--- src/rtl/core/mvwt_ram.sv ---
`timescale 1ns / 1ps

module mvwt_ram #(
    parameter int WIDTH = 8,
    parameter int DEPTH = 16
) (
    input  logic                                   clk,
    input  logic                                   we,
    input  logic [((DEPTH > 1) ? $clog2(DEPTH) : 1)-1:0] waddr,
    input  logic [WIDTH-1:0]                       wdata,
    input  logic                                   re,
    input  logic [((DEPTH > 1) ? $clog2(DEPTH) : 1)-1:0] raddr,
    output logic [WIDTH-1:0]                       rdata
);

    logic [WIDTH-1:0] mem [DEPTH];

    // Single write port, registered read port
    always_ff @(posedge clk)
    begin
        if (we)
        begin
            mem[waddr] <= wdata;
        end
        if (re)
        begin
            rdata <= mem[raddr];
        end
    end

endmodule

--- config.mk ---
export PLATFORM = sky130hd
export DESIGN_NAME = mvwt_ram
export DESIGN_NICKNAME = d
export VERILOG_FILES = /design/src/rtl/core/mvwt_ram.sv
export SDC_FILE = /design/constraint.sdc
export NUM_CORES = 1
export LEC_CHECK = 0
export ABC_AREA = 1
export BUFFER_PORTS_ARGS = -buffer_cell sky130_fd_sc_hd__buf_2
export CORE_MARGIN = 2
export CORE_UTILIZATION = 52
export DETAILED_ROUTE_END_ITERATION = 10
export PLACE_DENSITY_LB_ADDON = 0.15
export SYNTH_ARGS = -nofsm -noshare
export SYNTH_HDL_FRONTEND = slang
export SYNTH_SLANG_ARGS = --single-unit
--- constraint.sdc ---
create_clock -name clk -period 1.5 [get_ports clk]
set_input_delay 0.45 -clock clk [delete_from_list [all_inputs] [get_ports clk]]
set_output_delay 0.45 -clock clk [all_outputs]
set_load 0.05 [all_outputs]
==> results_dict.tcl, run 1 <==
set metrics [dict create \
    power.sequential.fraction_pct 47.2 \
    fp.coreArea_um2 10890 \
    fin_util_pct 63.38 \
    wire_per_inst_um 17.09 \
    min_period_ns 1.586 \
    clock_tree.htree_level_count 4 \
    post_route_cells_drive_above_1_share_pct 13.56 \
    synth_sequential_area_ratio_pct 69.85 \
    clk-insertion-delay-late_ns 0.53 \
    ctsHoldBuffers 0 \
    port_buffers 26 \
    post-cts-setup-buffer-count 0 \
    max-slew-margin-rel_pct 57.91 \
    die-width_um 110.0 \
    max_freq_ghz 0.6305 \
    rsz0062_at_grt "yes" \
    crit_path_max_delay_cell_type "edfxtp_1" \
    placement.setup.worst_slack_ns -0.2187 \
    clk_pin_slew_worst_paths_ns 0.06 \
    postSynthRegisterBits 136 \
    worst_vdd_rail_ir_drop_v 0.0006729 \
    final.setup_skew_ns 0.006570 \
    fin_crit_sh_pct 105.7 \
    ff2ff_setup_slack_ns 0.36 \
    switching_share_pct 21.69 \
    cell_internal_pwr_mw 7.153 \
    cts.sinks 136 \
    globalRouteOverflowTotal 0 \
    crit_start "rdata[3]$_DFFE_PP_" \
    crit_family "flip-flops" \
    initial_core_util_pct 53.70 \
    layout-area-overhead-vs-synth_pct 18.02 \
    grtUsageTotal_pct 23.75 \
    post_synth_inst_count 551 \
    p_clk_share_pct 46.0 \
    die_height_um 110.0 \
    total_nets_final 618 \
    share_comb_of_total_power_pct 6.8 \
    cellPowerDensity_nw_per_um2 1324 \
    route.detailed.vias_per_inst 5.080 \
    drv.max_cap_violation_count 0 \
    grt.met1_usage_pct 32.80 \
    netlist-cell-type-count 11 \
    run_status "finished, violations left" \
    top_usage_layer "met2" \
    hold_class "in -> reg" \
    report.final.slew_viol_count 0 \
    cts-buffers-inserted 17 \
    critPathKind "reg -> out" \
    final_hold_viol_count 0 \
    gpl_congestion 0.8057 \
    antenna_found_initial 0 \
    critical_path_arrival_ns 1.14 \
    ant_diodes 0 \
    cp_cell_sequence "buf_6" \
    crit_path_start_kind "flip-flop" \
    grt_first_pass_wirelength_um 19820 \
    worst_pin_slew_ns 0.6304 \
    worst-endpoint-required_ns 1.05 \
    firstDrtPassIters 5 \
    gr-usage-met3_pct 4.644 \
    synth-warning-count 0 \
    drc 0 \
    finalSetupViolations 8 \
    hpwl_after_dpl_um 7970 \
    syn_area_um2 5847 \
    floorplan.io_pins 27 \
    grt_util_met2_pct 37.12 \
    worstPathMaxFanout 1 \
    synth_area_per_cell_um2 10.61 \
    design.die.area_um2 12110 \
    power.net_switching_mw 1.982 \
    clock_tree.buffer_depth 2 \
    drt-total-wl_um 12850 \
    p_leak_nw 2.992 \
    worstReg2RegStart "mem[1][1]$_DFFE_PP_" \
    cts_tree "done" \
    placement_rows 38 \
    hp-start "re" \
    detail-route-antenna-nets 0 \
    vias 3820 \
    vias_in_the_first_global_route 3575 \
    clock_tree.root_cell "clkbuf_8" \
    violations "negative setup slack" \
    critical_path.max_stage_delay_ns 0.43 \
    worstSetupEndpointType "output port" \
    first_iter_violations 309 \
    grt_start_max_net_pins 61 \
    cp.buffers_inverters 1 \
    worst_slack_ns -0.08612 \
    synthesized_netlist_net_count 570 \
]
logic make-up after synthesis:
family / share of synthesized area (%)
buffers and inverters: 9.394
flip-flops: 69.85
AND/OR/NAND/NOR: 20.76
routing by layer:
| layer | share of wire (%) | up-vias | wire length [µm] |
|---|---|---|---|
| met5 | 0 | - | 0 |
| met2 | 48 | 107 | 6223 |
| met3 | 4.4 | 23 | 561 |
| li1 | - | 1880 | - |
| met4 | 2.0 | 0 | 257 |
| met1 | 45 | 1810 | 5807 |
power groups by stage:
stage	clock network [mW]	logic [mW]	registers [mW]
6_report	4.20	0.621	4.31
5_1_grt	4.40	0.684	4.32
4_1_cts	4.25	0.628	4.31
3_5_place_dp	0	0.604	4.38
3_3_place_gp	0	0.594	4.38
2_1_floorplan	0	0.300	4.44
through the flow:
step | total power [mW] | area (µm²) | instances | hold slack [ns] | setup TNS [ns]
after floorplan | 4.745 | 5847 | 551 | 0.5489 | 0
after global placement | 4.977 | 6251 | 720 | 0.7268 | -1.394
after detailed placement | 4.988 | 6251 | 720 | 0.7271 | -1.458
after CTS | 9.184 | 6900 | 752 | 0.2685 | -0.5790
after global routing | 9.395 | 6900 | 752 | 0.2788 | -0.6670
final | 9.135 | 6900 | 752 | 0.2953 | -0.4264
cell type report:
class | instances | area, µm²
Clock buffer | 18 | 417.9
Clock inverter | 14 | 181.4
Fill cell | 848 | 3988
Inverter | 102 | 382.9
Multi-Input combinational cell | 289 | 1214
Sequential cell | 136 | 4084
Tap cell | 140 | 175.2
Timing Repair Buffer | 53 | 445.4
state kept, by name, indices dropped and copies added, names as in the netlist:
register and count:
mem 128, rdata 8
cells in the mapped netlist:
library cell	n	area [µm²]
buf_2	13	65.06
nand3_1	97	485.5
edfxtp_1	136	4084
buf_1	1	3.750
buf_6	6	67.56
inv_2	2	7.510
buf_4	4	30.03
nand3b_1	2	15.01
nor2_1	17	63.81
nand2_1	173	649.4
inv_1	100	375.4
worst reg2reg max path, cell delays in order (launching register included):
cell and delay, ns:
edfxtp_1 0.36, inv_1 0.07, nand2_1 0.05, nand3_1 0.09, nand3_1 0.14, nand3_1 0.13
nand2_1 0.07
path summary, 6_finish.rpt:
path,endpoint,cells after the start
max,rdata[3],1
min reg2reg,rdata[1]$_DFFE_PP_,6
max reg2reg,rdata[1]$_DFFE_PP_,6
min,rdata[1]$_DFFE_PP_,1
cells in the final DEF, fill, tap and decap left out, types with 4 or more instances in the layout:
master / Yosys / final
buf_12: 0 / 5
buf_2: 13 / 18
buf_4: 4 / 22
buf_6: 6 / 8
bufinv_16: 0 / 4
clkbuf_16: 0 / 16
edfxtp_1: 136 / 136
inv_1: 100 / 100
nand2_1: 173 / 173
nand3_1: 97 / 97
nor2_1: 17 / 17
timing repair:
item,in CTS,in global routing
cloned,0,0
setup endpoints to repair,8,8
gates resized for setup,16,0
No activity file was read; power rests on OpenSTA's default activity.
==> run 2: changes to the inputs <==
- MAX_ROUTING_LAYER: unset -> met4
==> results_dict.tcl, run 2 (same netlist as run 1, synthesis figures left out) <==
set metrics [dict create \
    layout-area-overhead-vs-synth_pct 18.02 \
    placed_cells_incl_taps 720 \
    total_nets_final 618 \
    power.net_switching_mw 1.990 \
    drt-total-wl_um 12940 \
    worstSetupEndpointType "output port" \
    cp.buffers_inverters 1 \
    holdPathStages 1 \
    critical_path.max_stage_delay_ns 0.43 \
    globalRouteOverflowTotal 0 \
    p_clk_share_pct 46.0 \
    min_period_ns 1.598 \
    gpl_congestion 0.8174 \
    worst_vdd_rail_ir_drop_v 0.0006843 \
    placement.setup.worst_slack_ns -0.2187 \
    final.setup_skew_ns 0.005373 \
    run_status "finished, violations left" \
    clk-insertion-delay-late_ns 0.53 \
    die_height_um 110.0 \
    critPathKind "reg -> out" \
    worstPathMaxFanout 1 \
    cts_tree "done" \
    worst_slack_ns -0.09837 \
    cp_cell_sequence "buf_6" \
    route.met3.wl_um 636 \
    routedLengthMet1_um 5684 \
    crit_family "flip-flops" \
    max_freq_ghz 0.6256 \
    report.final.slew_viol_count 0 \
    rsz0062_at_grt "yes" \
    grtUsageTotal_pct 24.47 \
    multiInputGateArea_um2 1214 \
    crit_start "rdata[3]$_DFFE_PP_" \
    worst_r2r_path_depth 6 \
    drc 0 \
    grt_start_max_net_pins 61 \
    crit_path_start_kind "flip-flop" \
    worstReg2RegStart "mem[1][1]$_DFFE_PP_" \
    p_leak_nw 2.992 \
    report.power.total_mw 9.143 \
    clk_pin_slew_worst_paths_ns 0.06 \
    detail-route-antenna-nets 0 \
    firstDrtPassIters 5 \
    switching_share_pct 21.76 \
    worst-endpoint-required_ns 1.05 \
    layout.cells.non_filler 752 \
    n_fill_cell 848 \
    share_comb_of_total_power_pct 6.8 \
    leading_cell_types_in_the_layout_fill_and_taps_excluded "173 x nand2_1, 136 x edfxtp_1, 100 x inv_1" \
    power.sequential.fraction_pct 47.1 \
    fp.coreArea_um2 10890 \
    hpwl_after_dpl_um 7970 \
    route.detailed.vias_per_inst 5.109 \
    stdcell_area_um2 6900 \
    placement_rows 38 \
    worst_pin_slew_ns 0.6436 \
    design.die.area_um2 12110 \
    final_common_cell "nand2_1" \
    post-cts-setup-buffer-count 0 \
    largest_reg_flops 128 \
    hp-start "re" \
    final_hold_viol_count 0 \
    dr_wl_met2_um 6357 \
    cts-buffers-inserted 17 \
    hold_class "in -> reg" \
    grt_first_pass_wirelength_um 19820 \
    max-slew-margin-rel_pct 57.03 \
    crit_path_max_delay_cell_type "edfxtp_1" \
    violations "negative setup slack" \
    vias 3842 \
    clock_tree.root_cell "clkbuf_8" \
    drv.max_cap_violation_count 0 \
    finalSetupViolations 8 \
    crit-reg2reg-capture "rdata[1]$_DFFE_PP_" \
    post_route_cells_drive_above_1_share_pct 13.56 \
    worst_hold_path.endpoint "rdata[1]$_DFFE_PP_" \
    vias_in_the_first_global_route 3563 \
    die-width_um 110.0 \
    first_iter_violations 297 \
    top_layer "met4" \
    critical_path_arrival_ns 1.15 \
    largest-register "mem" \
    cts.sinks 136 \
    wire_per_inst_um 17.20 \
    tns_ns -0.4827 \
    port_buffers 26 \
    cellPowerDensity_nw_per_um2 1325 \
    antenna_found_initial 0 \
    clock_tree.htree_level_count 4 \
    cell_internal_pwr_mw 7.153 \
    ant_diodes 0 \
    initial_core_util_pct 53.70 \
    regArea_um2 4084 \
    placement.cell_area_um2 6251 \
    clock_tree.buffer_depth 2 \
    ff2ff_setup_slack_ns 0.36 \
    fin_crit_sh_pct 106.6 \
    largest_registers "mem x128, rdata x8" \
    floorplan.io_pins 27 \
]
==> run 2: power by group through the flow <==
stage	registers, mW	clock network (mW)	logic (mW)
detailed placement	4.38	0	0.604
CTS	4.31	4.25	0.628
floorplan	4.44	0	0.300
finish	4.31	4.21	0.624
global placement	4.38	0	0.594
global route	4.32	4.40	0.684
==> run 2: worst max path at each step <==
stage                          end  cells past startpoint
2_1_floorplan  mem[4][0]$_DFFE_PP_                      2
3_3_place_gp    rdata[1]$_DFFE_PP_                      6
3_5_place_dp    rdata[1]$_DFFE_PP_                      6
4_1_cts                   rdata[3]                      1
5_1_grt                   rdata[3]                      1
6_report                  rdata[3]                      1
==> run 2: layout make-up <==
cell class	count	share of cell area, %
sequential	136	59.18
inverter	102	5.548
tap	140	2.539
timing repair buffer	53	6.455
multi-input combinational	289	17.59
clock inverter	14	2.629
clock buffer	18	6.056
==> run 2: layer usage <==
metal	up-vias	track usage, %
met5	-	-
met4	0	9.946
met3	22	4.644
met2	119	37.29
met1	1821	32.68
li1	1880	-
==> run 2: what timing repair did <==
action                     4_1_cts  5_1_grt
gates resized for setup         16        0
setup endpoints to repair        8        8
pin swaps                        0        0
hold buffers                     0        0
==> run 2: metrics by stage <==
stage | hold WS, ns | utilization (%)
floorplan | 0.5489 | -
global placement | 0.7268 | 57.41
detailed placement | 0.7271 | 57.41
CTS | 0.2685 | 63.38
global route | 0.2788 | 63.38
finish | 0.2888 | 63.38
==> run 3: changes to the inputs <==
- BUFFER_PORTS_ARGS: -buffer_cell sky130_fd_sc_hd__buf_2 -> unset
- DONT_BUFFER_PORTS: unset -> 1
- clock period: 1.5 -> 1.7 ns (I/O delays scaled with it)
==> results_dict.tcl, run 3 (same netlist as run 1, synthesis figures left out) <==
set metrics [dict create \
    run_status "finished, violations left" \
    violations "negative setup slack" \
    finalSetupViolations 4 \
    cts-buffers-inserted 17 \
    vias_in_the_first_global_route 3620 \
    drv.max_cap_violation_count 0 \
    ff2ff_setup_slack_ns 0.59 \
    clock_tree.root_cell "clkbuf_8" \
    cp-endpoint "rdata[4]" \
    grtUsageTotal_pct 24.01 \
    largest-register "mem" \
    die-width_um 110.0 \
    cts_tree "done" \
    post-cts-setup-buffer-count 0 \
    gpl_congestion 0.9199 \
    globalRouteOverflowTotal 0 \
    crit_start "rdata[4]$_DFFE_PP_" \
    fin_util_pct 59.87 \
    worst_pin_slew_ns 0.5760 \
    placement_rows 38 \
    report.final.slew_viol_count 0 \
    first_iter_violations 277 \
    crit-reg2reg-capture "rdata[7]$_DFFE_PP_" \
    final_hold_viol_count 0 \
    rsz0062_at_grt "yes" \
    antenna_found_initial 0 \
    route.detailed.vias_per_inst 5.240 \
    cts.sinks 136 \
    ctsHoldBuffers 0 \
    ant_diodes 0 \
    hpwl_after_dpl_um 8124 \
    clock_tree.htree_level_count 4 \
    multiInputGateArea_um2 1214 \
    fp.coreArea_um2 10890 \
    clk-insertion-delay-late_ns 0.51 \
    worst_vdd_rail_ir_drop_v 0.0006034 \
    worst-endpoint-required_ns 1.19 \
    drc 0 \
    firstDrtPassIters 7 \
    final_common_cell "nand2_1" \
    n_fill_cell 908 \
    number_of_gates_on_the_worst_path_with_buffers_counted 0 \
    p_leak_nw 2.787 \
    max_freq_ghz 0.5799 \
    fin_crit_sh_pct 101.4 \
    clk_pin_slew_worst_paths_ns 0.06 \
    initial_core_util_pct 53.70 \
    tns_ns -0.06178 \
    die_height_um 110.0 \
    cellPowerDensity_nw_per_um2 1113 \
    worst_r2r_path_depth 6 \
    final.setup_skew_ns 0.008837 \
    worstPathMaxFanout 1 \
    drt-total-wl_um 12880 \
    grt_first_pass_wirelength_um 19600 \
    total_nets_final 587 \
    grt_start_max_net_pins 66 \
    leading_cell_types_in_the_layout_fill_and_taps_excluded "173 x nand2_1, 136 x edfxtp_1, 100 x inv_1" \
    worstReg2RegStart "mem[1][7]$_DFFE_PP_" \
    detail-route-antenna-nets 0 \
    regArea_um2 4084 \
    critical_path_arrival_ns 1.21 \
    crit_path_start_kind "flip-flop" \
    floorplan.io_pins 27 \
    max-slew-margin-rel_pct 61.55 \
    layout-area-overhead-vs-synth_pct 11.49 \
    critPathKind "reg -> out" \
    port_buffers 0 \
    worstSetupEndpointType "output port" \
    clock_tree.buffer_depth 2 \
    wire_per_inst_um 17.97 \
    design.die.area_um2 12110 \
    hold_class "in -> reg" \
    worst_slack_ns -0.02447 \
    largest_reg_flops 128 \
    vias 3757 \
    min_period_ns 1.724 \
    largest_registers "mem x128, rdata x8" \
    post_route_cells_drive_above_1_share_pct 7.799 \
]
-- run 3: where the power goes --
part	total, mW	switching [mW]	internal [mW]
logic	0.302	0.193	0.109
clock network	3.08	1.21	1.87
registers	3.87	0.0844	3.78
-- run 3: metal layers --
layer | vias to the layer above | share of wire, % | GRT usage, %
li1 | 1812 | - | -
met1 | 1826 | 42 | 29.62
met2 | 107 | 50 | 38.56
met3 | 12 | 5.9 | 6.467
met4 | 0 | 1.2 | 8.228
met5 | - | 0 | -
-- run 3: repair_timing --
| action | CTS | global route |
|---|---|---|
| resized for setup | 0 | 0 |
| cloned | 0 | 0 |
| pin swaps | 0 | 0 |
| setup endpoints to repair | 6 | 7 |
-- run 3: worst min-delay path by stage --
stage | startpoint | endpoint | slack [ns] | depth (start not counted)
6_report | wdata[7] | mem[13][7]$_DFFE_PP_ | 0.09 | 0
3_3_place_gp | wdata[3] | mem[1][3]$_DFFE_PP_ | 0.61 | 0
5_1_grt | wdata[3] | mem[1][3]$_DFFE_PP_ | 0.06 | 0
4_1_cts | wdata[3] | mem[1][3]$_DFFE_PP_ | 0.07 | 0
2_1_floorplan | wdata[0] | mem[0][0]$_DFFE_PP_ | 0.61 | 0
3_5_place_dp | wdata[5] | mem[6][5]$_DFFE_PP_ | 0.61 | 0
-- run 3: layout make-up --
type,count,share of cell area [%]
multi-input combinational,289,18.62
clock buffer,20,6.526
timing repair buffer,22,2.726
inverter,102,5.873
sequential,136,62.65
clock inverter,8,0.9213
tap,140,2.687
-- run 3: stage by stage --
stage                     cell area, µm²  worst slack, ns  total power [mW]  cells  hold WS [ns]
after CTS                           6519         -0.03444             7.301    717       0.07045
after detailed placement            6033          0.08309             4.238    689        0.6101
after global routing                6519         -0.05783             7.504    717       0.06003
after global placement              6033          0.07550             4.234    689        0.6101
final                               6519         -0.02447             7.254    717       0.08881
after floorplan                     5847           0.2392             4.187    551        0.6089
